`config.mk`:
```
export PLATFORM = sky130hd
export DESIGN_NAME = rec_front
export DESIGN_NICKNAME = d
export VERILOG_FILES = /design/src/hw/rtl/rec_pkg.sv /design/src/hw/rtl/rec_front.sv
export SDC_FILE = /design/constraint.sdc
export NUM_CORES = 1
export LEC_CHECK = 0
export BUFFER_PORTS_ARGS = -buffer_cell sky130_fd_sc_hd__buf_2
export CELL_PAD_IN_SITES_DETAIL_PLACEMENT = 0
export CELL_PAD_IN_SITES_GLOBAL_PLACEMENT = 2
export CORE_UTILIZATION = 26
export DETAILED_ROUTE_END_ITERATION = 6
export GPL_TIMING_DRIVEN = 0
export HOLD_SLACK_MARGIN = 0.02
export PLACE_DENSITY = 0.86
export REMOVE_ABC_BUFFERS = 1
export SLEW_MARGIN = 20
export SYNTH_ARGS = -nofsm -noshare
export SYNTH_HDL_FRONTEND = slang
export SYNTH_SLANG_ARGS = --single-unit
```
`constraint.sdc`:
```
create_clock -name clock -period 2.4 [get_ports clock]
set_input_delay 0.12 -clock clock [delete_from_list [all_inputs] [get_ports clock]]
set_output_delay 0.12 -clock clock [all_outputs]
set_load 0.005 [all_outputs]
```
`src/hw/rtl/rec_pkg.sv`:
```
// package for the carryless range encoder: payload and command types, constants
// used by rec_front, rec_queue, rec_back and range_encoder_core
package rec_pkg;

   // count width of the frequency model fields
   localparam int FREQ_BITS = 16;
   localparam int LOW_BITS = 64;
   localparam int BYTE_BITS = 8;
   localparam int MAX_BYTES = 8;
   localparam int TOP_SHIFT = 56;
   localparam int QUEUE_DEPTH = 2;

   // configuration register indexes
   localparam logic CSR_TOP_THRESHOLD = 1'b0;
   localparam logic CSR_BOTTOM_THRESHOLD = 1'b1;

   localparam logic [LOW_BITS-1:0] TOP_RESET = 64'h0100_0000_0000_0000;
   localparam logic [LOW_BITS-1:0] BOTTOM_RESET = 64'h0001_0000_0000_0000;
   localparam logic [LOW_BITS-1:0] ALL_ONES = '1;

   // input item mode codes
   localparam logic MODE_ENCODE = 1'b0;
   localparam logic MODE_FLUSH = 1'b1;

   typedef struct packed {
      logic                 mode;
      logic [FREQ_BITS-1:0] cumulative_count;
      logic [FREQ_BITS-1:0] symbol_count;
      logic [FREQ_BITS-1:0] total_count;
   } req_payload_type;

   typedef struct packed {
      logic [BYTE_BITS-1:0] out_byte;
      logic                 last_byte;
   } rsp_payload_type;

   // classified command handed from front to back
   typedef struct packed {
      logic                 flush;
      logic [FREQ_BITS-1:0] cum;
      logic [FREQ_BITS-1:0] freq;
      logic [FREQ_BITS-1:0] total;
   } cmd_type;

   // queue status seen by both sides
   typedef struct packed {
      logic full;
      logic empty;
   } queue_status_type;

endpackage

```
`src/hw/rtl/rec_front.sv`:
```
// front stage: accepts request transfers and classifies them into commands
// depends on rec_pkg
module rec_front
   import rec_pkg::*;
(
   input  logic             clock,
   input  logic             reset,
   input  logic             req_valid,
   output logic             req_stall,
   input  req_payload_type  req_payload,
   input  queue_status_type q_status,
   output logic             push,
   output cmd_type          push_cmd
);

   logic    valid_ff, valid_in;
   cmd_type cmd_ff, cmd_in;
   logic    take;

   // hold one item until the queue has room
   assign push = valid_ff && !q_status.full;
   assign req_stall = valid_ff && q_status.full;
   assign take = req_valid && !req_stall;
   assign push_cmd = cmd_ff;

   always_comb begin
      valid_in = take || (valid_ff && !push);
      cmd_in = cmd_ff;
      if (take) begin
         cmd_in.flush = (req_payload.mode == MODE_FLUSH);
         cmd_in.cum = req_payload.cumulative_count;
         cmd_in.freq = req_payload.symbol_count;
         cmd_in.total = req_payload.total_count;
      end
   end

   always_ff @(posedge clock) begin
      if (reset) begin
         valid_ff <= 1'b0;
      end else begin
         valid_ff <= valid_in;
      end
      cmd_ff <= cmd_in;
   end

endmodule

```
==> flow_metrics.tcl <==
set metrics [dict create \
    cts_sinks 50 \
    worst_ep_required_time_ns 2.40 \
    critPathKind "reg2reg" \
    avgViaCountPerCell 3.84 \
    grt_pass1_wl_um 5130 \
    dr.pass1.iters 2 \
    worstPathArrival_ns 1.59 \
    ys_seq_area_frac 0.977 \
    drc 0 \
    postRouteAntennaNets 0 \
    reg2reg_slack_ns 0.81 \
    reg2reg_from "valid_ff" \
    track_usage 0.112 \
    grt_setup_unrepaired "false" \
    vias 1111 \
    fmax_ghz 0.630 \
    power.density_nw_per_um2 612 \
    fin_crit_ns 1.59 \
    cts-root-buf "clkbuf_8" \
    synth.area.top_cells "edfxtp_1 96%, dfxtp_1 1.3%, and2_4 0.57%" \
    clk-insertion-delay-late_ns 0.29 \
    io_buffers 103 \
    cts_made_buffers 5 \
    hold_viol 0 \
    post-route-period-util 0.661 \
    startpoint "valid_ff" \
    synth_warnings 0 \
    crit_end "push_cmd[3]" \
    dieWidth_um 78.6 \
    h-tree-depth 2 \
    peakVddDrop_mv 0.255 \
    antenna_found_initial 0 \
    io-pin-count 105 \
    yosysUniqueCellTypes 7 \
    overflow 0 \
    fillers 483 \
    synth_cells 55 \
    cap_violations 0 \
    grt_max_degree 29 \
    reg2reg_depth 3 \
    setup-violations-final 0 \
    critPathLaunchType "flip-flop" \
    rows 27 \
    die-area_um2 6180 \
    min_path_type "in2reg" \
    syn_area_um2 1530 \
    path_max_fanout 28 \
    p_leak_uw 0.00117 \
    cts.path.max_buffers 2 \
    final_max_slew_viol_count 0 \
    initial_core_util 0.274 \
    clkTransAtPathRegs_ns 0.08 \
    routedWlPerCell_um 11.9 \
    drt_iter0_drc 28 \
    grt_pass1_vias 1121 \
    hold_start "req_valid" \
    drive_gt1_frac 0.521 \
    place_ws_ns 0.790 \
    yosys.area.top_type "edfxtp_1" \
    worst_slew_pin_slew_ns 0.657 \
    clock_skew_ns 0.00435 \
    whs_path_depth 3 \
    syn_to_final_growth_pct 79.4 \
    layout_setup_ws_ns 0.813 \
    cts_tree "done" \
    synth_area_per_cell_um2 27.8 \
    setup_tns_ns 0 \
    synth-seq-cells 50 \
    antenna_cells 0 \
    wl_um 3430 \
    holdWs_ns 0.0547 \
    end_kind "flip-flop" \
    relSlewSlack 0.561 \
    reg2reg_to "push_cmd[3]" \
    die_y_um 78.6 \
    gp_congestion 0.589 \
    synth_top_cell_area_share 0.964 \
    final_nets 270 \
    outcome "completed" \
    core_um2 5570 \
]
worst min path at each step:
stage,endpoint
6_report,valid_ff
3_5_place_dp,valid_ff
2_1_floorplan,valid_ff
4_1_cts,valid_ff
5_1_grt,valid_ff
3_3_place_gp,valid_ff
worst max-delay path, stage by stage, from the launching register on:
cell and delay, ns:
dfxtp_1 0.33, and2_4 0.15, nor2b_4 0.53, buf_12 0.27
layout make-up:
class	instances	area, um^2	area share
multi-input cells	5	40.0	0.0146
clock buffers	6	72.6	0.0265
flip-flops and latches	50	1490	0.545
repair buffers	154	1040	0.378
clock inverters	2	8.76	0.00320
well taps	72	90.1	0.0329
cells in the mapped netlist (all sizes together):
cell type / count
a21oi: 1
and2: 1
and2b: 1
dfxtp: 1
edfxtp: 49
nor2: 1
nor2b: 1
cell usage in the layout (no fill, tap or decap):
cell	netlist	layout
a21oi_1	1	1
clkinv_2	0	1
clkbuf_1	0	1
buf_2	0	103
and2b_2	1	1
dlygate4sd3_1	0	50
and2_4	1	1
dfxtp_1	1	1
clkbuf_8	0	5
clkinv_1	0	1
nor2_1	1	1
buf_12	0	1
edfxtp_1	49	49
nor2b_4	0	1
flip-flops by register name, summed over array words and instances, names as in the netlist:
name,count
push_cmd,49
valid_ff,1
stage by stage:
| step | std cells | utilization | total power [uW] | area [um^2] |
|---|---|---|---|---|
| final | 289 | 0.491 | 1680 | 2740 |
| after global routing | 289 | 0.491 | 1760 | 2740 |
| after CTS | 289 | 0.491 | 1700 | 2740 |
| after detailed placement | 231 | 0.387 | 1180 | 2160 |
| after global placement | 230 | 0.382 | 1170 | 2130 |
| after floorplan | 55 | - | 1080 | 1530 |
cell families (layout without fill, tap and decap cells):
| group | count (synthesis) | in the layout | share of synthesized area |
|---|---|---|---|
| flops | 50 | 50 | 0.977 |
| buf+inv | 0 | 162 | 0 |
| compound gates | 1 | 1 | 0.00328 |
| simple gates | 4 | 4 | 0.0197 |
where the power goes:
group	switching [uW]	total, uW	internal, uW	leakage [uW]
clock network	256	457	201	0.0000426
logic	69.1	189	120	0.000647
registers	11.3	1030	1020	0.000482
total	336	1680	1340	0.00117
timing repair:
| action | 4_1_cts | 5_1_grt |
|---|---|---|
| setup endpoints to repair | 0 | 0 |
| gates resized for setup | 0 | 0 |
| hold endpoints to repair | 50 | 0 |
| setup buffers | 0 | 0 |
| hold buffers | 50 | 0 |
per-layer routing:
| layer | GRT usage | vias up | share of wire |
|---|---|---|---|
| met1 | 0.127 | 493 | 0.41 |
| met2 | 0.190 | 74 | 0.49 |
| met3 | 0.0430 | 6 | 0.092 |
| met4 | 0.0444 | 0 | 0.013 |
| met5 | 0 | - | 0 |
| li1 | - | 538 | - |
No activity file was read; power rests on OpenSTA's default activity.
