<file path="src/hw/rtl/rec_pkg.sv">
// package for the carryless range encoder: payload and command types, constants
// used by rec_front, rec_queue, rec_back and range_encoder_core
package rec_pkg;

   // count width of the frequency model fields
   localparam int FREQ_BITS = 16;
   localparam int LOW_BITS = 64;
   localparam int BYTE_BITS = 8;
   localparam int MAX_BYTES = 8;
   localparam int TOP_SHIFT = 56;
   localparam int QUEUE_DEPTH = 2;

   // configuration register indexes
   localparam logic CSR_TOP_THRESHOLD = 1'b0;
   localparam logic CSR_BOTTOM_THRESHOLD = 1'b1;

   localparam logic [LOW_BITS-1:0] TOP_RESET = 64'h0100_0000_0000_0000;
   localparam logic [LOW_BITS-1:0] BOTTOM_RESET = 64'h0001_0000_0000_0000;
   localparam logic [LOW_BITS-1:0] ALL_ONES = '1;

   // input item mode codes
   localparam logic MODE_ENCODE = 1'b0;
   localparam logic MODE_FLUSH = 1'b1;

   typedef struct packed {
      logic                 mode;
      logic [FREQ_BITS-1:0] cumulative_count;
      logic [FREQ_BITS-1:0] symbol_count;
      logic [FREQ_BITS-1:0] total_count;
   } req_payload_type;

   typedef struct packed {
      logic [BYTE_BITS-1:0] out_byte;
      logic                 last_byte;
   } rsp_payload_type;

   // classified command handed from front to back
   typedef struct packed {
      logic                 flush;
      logic [FREQ_BITS-1:0] cum;
      logic [FREQ_BITS-1:0] freq;
      logic [FREQ_BITS-1:0] total;
   } cmd_type;

   // queue status seen by both sides
   typedef struct packed {
      logic full;
      logic empty;
   } queue_status_type;

endpackage

</file>
<file path="src/hw/rtl/rec_queue.sv">
// short command queue between front and back stages
// depends on rec_pkg
module rec_queue
   import rec_pkg::*;
(
   input  logic             clock,
   input  logic             reset,
   input  logic             push,
   input  cmd_type          push_cmd,
   input  logic             pop,
   output cmd_type          pop_cmd,
   output queue_status_type q_status
);

   localparam int PTR_W = $clog2(QUEUE_DEPTH);

   cmd_type            slot_ff [QUEUE_DEPTH];
   logic [PTR_W-1:0]   wr_ptr_ff, rd_ptr_ff;
   logic [PTR_W:0]     count_ff;

   assign q_status.full = (count_ff == (PTR_W+1)'(QUEUE_DEPTH));
   assign q_status.empty = (count_ff == '0);
   assign pop_cmd = slot_ff[rd_ptr_ff];

   // pointers wrap at the depth
   always_ff @(posedge clock) begin
      if (reset) begin
         wr_ptr_ff <= '0;
         rd_ptr_ff <= '0;
         count_ff <= '0;
      end else begin
         if (push) begin
            wr_ptr_ff <= (wr_ptr_ff == PTR_W'(QUEUE_DEPTH - 1)) ? '0 : wr_ptr_ff + 1'b1;
         end
         if (pop) begin
            rd_ptr_ff <= (rd_ptr_ff == PTR_W'(QUEUE_DEPTH - 1)) ? '0 : rd_ptr_ff + 1'b1;
         end
         if (push && !pop) begin
            count_ff <= count_ff + 1'b1;
         end else if (pop && !push) begin
            count_ff <= count_ff - 1'b1;
         end
      end
      if (push) begin
         slot_ff[wr_ptr_ff] <= push_cmd;
      end
   end

endmodule

</file>
<file path="config.mk">
export PLATFORM = sky130hd
export DESIGN_NAME = rec_queue
export DESIGN_NICKNAME = d
export VERILOG_FILES = /design/src/hw/rtl/rec_pkg.sv /design/src/hw/rtl/rec_queue.sv
export SDC_FILE = /design/constraint.sdc
export NUM_CORES = 1
export LEC_CHECK = 0
export ABC_AREA = 1
export ABC_CLOCK_PERIOD_IN_PS = 7200
export BUFFER_PORTS_ARGS = -buffer_cell sky130_fd_sc_hd__buf_2
export CORE_MARGIN = 3
export CORE_UTILIZATION = 55
export DETAILED_ROUTE_END_ITERATION = 16
export PLACE_DENSITY = 0.83
export SYNTH_ARGS = -nofsm -noshare
export SYNTH_HDL_FRONTEND = slang
export SYNTH_SLANG_ARGS = --single-unit
</file>
<file path="constraint.sdc">
create_clock -name clock -period 7.2 [get_ports clock]
set_input_delay 0.72 -clock clock [delete_from_list [all_inputs] [get_ports clock]]
set_output_delay 0.72 -clock clock [all_outputs]
set_load 0.05 [all_outputs]
</file>
==> impl_metrics.json <==
{
  "n_antenna_cell": 0,
  "drt.antenna.violating_nets": 0,
  "synth_area_per_cell_um2": 20.6,
  "synth-compound-area-share_pct": 0.263,
  "run_status": "completed",
  "detail_route.vias_per_cell": 5.11,
  "std_cell_rows": 29,
  "coreArea_um2": 6530,
  "grt_util_all_layers_pct": 16.0,
  "post_synth_mux_area_share_pct": 15.5,
  "h-tree-depth": 3,
  "finalHoldViolations": 0,
  "cp_data_required_time_ps": 6480,
  "layout_overhead_on_the_synthesized_area_pct": 20.6,
  "cts.sink_count": 103,
  "crit_fanout": 28,
  "antenna_violations_before_repair": 0,
  "worst-setup-path-type": "flip-flop to output port",
  "synthSimpleGateAreaFrac_pct": 1.61,
  "leakage_nw": 1.78,
  "synth-xor-area-share_pct": 0.230,
  "drt_first_iter_violations": 69,
  "clk_pin_slew_worst_paths_ps": 90,
  "synth.cell_area_um2": 3810,
  "first_global_vias": 1923,
  "remaining_drc_errors": 0,
  "place_congestion": 0.669,
  "cap_viol_max_count": 0,
  "cts_resized": 0,
  "totalPowerFinal_mw": 1.28,
  "grt_pass1_wl_um": 9160,
  "arrival_ps": 2160,
  "period_share_pct": 40.0,
  "floorplan.die.width_um": 89.2,
  "cts_hold_buf": 0,
  "first_pass_iters": 4,
  "maximum_number_of_pins_on_one_net_before_global_route_repair": 51,
  "syn_inst": 185,
  "die-area_um2": 7960,
  "drt-total-wl_um": 6260,
  "critical_path_buf_inv_count": 2,
  "die-height_um": 89.2,
  "dominant_combinational_cell_family_by_area_after_synthesis": "multiplexers",
  "clk_latency_ps": 350,
  "yosys.cell_types.count": 17,
  "period_minus_slack_ps": 2880,
  "avgRoutedWirePerCell_um": 16.6,
  "synth.yosys.seq_area_share_pct": 79.9,
  "timing.critical_path.max_delay_family": "flip-flops",
  "class_of_the_tightest_hold_or_removal_check": "flip-flop to flip-flop",
  "crit_path_start_kind": "flip-flop",
  "timing_max_transition_violations_final": 0,
  "cts_buffer_depth": 2,
  "via_count": 1933,
  "critical_path.cell_chain": "buf_4 > mux2_2 > buf_2",
  "dpl.hpwl_um": 4120,
  "final_setup_fails": 0,
  "ys.warnings.count": 0,
  "tritoncts": "yes",
  "placement.io_buffers": 103,
  "numPlacedInstances": 362,
  "clock_tree.root_cell": "sky130_fd_sc_hd__clkbuf_8",
  "start_util_pct": 58.3,
  "post_synth_fa_ha_maj_area_fraction_pct": 0.329,
  "ir_drop_v": 0.000229,
  "numCtsBuffers": 9,
  "synth_fp_nets": 239,
  "endpoint_kind": "output port",
  "layoutNonFillerInstCount": 378,
  "post-cts-setup-buffer-count": 0,
  "cp_slowest_cell": "sky130_fd_sc_hd__dfxtp_2",
  "ys_ff_latch": 103,
  "worst_path_largest_cell_delay_ps": 720,
  "grt-ovfl-total": 0,
  "clock_skew_ps": 7.66,
  "setup_total_negative_slack_ps": 0,
  "worst_pin_slew_ps": 1070,
  "layout-drive-gt1-share_pct": 57.5,
  "fin_nets": 350,
  "rsz_0062_raised_after_global_routing": "no",
  "power_density_of_the_placed_cells_nw_per_um2": 278,
  "io-pin-count": 104,
  "fill_cells": 424,
  "clock.fmax_mhz": 347,
  "timing.slew.headroom_pct": 28.5
}
layout by cell type, fill, tap and decap left out, drive strengths merged:
cell type  count
buf          105
edfxtp        98
mux2          49
inv           10
clkbuf         9
nor2           7
nand2          5
dfxtp          5
clkinv         3
clkinvlp       2
o21ai          1
a21oi          1
xnor2          1
nor3           1
nand3          1
nand4          1
ha             1
bufinv         1
path summary, 6_finish.rpt:
check	from	end	slack [ps]	depth (start not counted)
worst max-delay path	flip-flop	pop_cmd[13]	4320	3
worst min-delay path	rd_ptr_ff	rd_ptr_ff	530	2
worst max register to register	wr_ptr_ff	slot_ff[1][34]	5520	2
worst min register to register	rd_ptr_ff	rd_ptr_ff	530	2
area by class of cell:
cell class,instances,area [um^2],area share (%)
tap,77,96.3,2.10
sequential,103,3040,66.3
timing repair buffer,105,531,11.6
clock inverter,7,72.6,1.58
clock buffer,9,124,2.70
inverter,9,33.8,0.736
multi-input combinational,68,689,15.0
through the flow:
| step | hold WS (ps) | setup WS, ps | util, % | instance area, um^2 |
|---|---|---|---|---|
| final | 533 | 4320 | 70.3 | 4590 |
| after global routing | 523 | 4200 | 70.3 | 4590 |
| after CTS | 531 | 4270 | 70.3 | 4590 |
| after detailed placement | 511 | 4660 | 67.3 | 4390 |
| after global placement | 493 | 4660 | 67.3 | 4390 |
| after floorplan | 480 | 3920 | - | 3810 |
power breakdown:
group	internal [mW]	switching (mW)	leakage [nW]
Sequential	0.692	0.0137	0.962
Combinational	0.0665	0.158	0.723
Clock	0.161	0.187	0.0956
Total	0.920	0.358	1.78
Yosys cell counts (all sizes together):
library cell  number  area share [%]
edfxtp            98              77
o21ai              1            0.13
inv                9            0.89
nor3               1            0.13
nand3              1            0.13
xnor2              1            0.23
nor2               7            0.69
ha                 1            0.33
nand2              5            0.49
mux2              49              15
nand4              1            0.16
a21oi              1            0.13
dfxtp              5             2.6
buf                5             1.3
kinds of logic (layout without fill, tap and decap cells):
logic type,count (synthesis),in the layout
AO/OA/AOI/OAI,2,2
buffers and inverters,14,130
XOR/XNOR,1,1
adder cells (fa/ha/maj),1,1
multiplexers,49,49
AND/OR/NAND/NOR,15,15
flip-flops,103,103
sequential cells by signal, summed over array words and instances (netlist names), named ones only:
signal,count
count_ff,2
slot_ff,98
wr_ptr_ff,1
rd_ptr_ff,1
layer usage:
layer / routed length [um] / global-route usage [%] / up-vias
met1: 2510 / 18.0 / 927
met2: 3260 / 28.1 / 72
met3: 457 / 5.81 / 4
met4: 31 / 5.68 / 0
li1: - / - / 930
met5: 0 / 0 / -
worst reg2reg max path, cell delays in order (launching register included):
cell	delay [ps]
sky130_fd_sc_hd__dfxtp_1	420
sky130_fd_sc_hd__nand2_1	90
sky130_fd_sc_hd__inv_2	760
No activity file was read; power rests on OpenSTA's default activity.
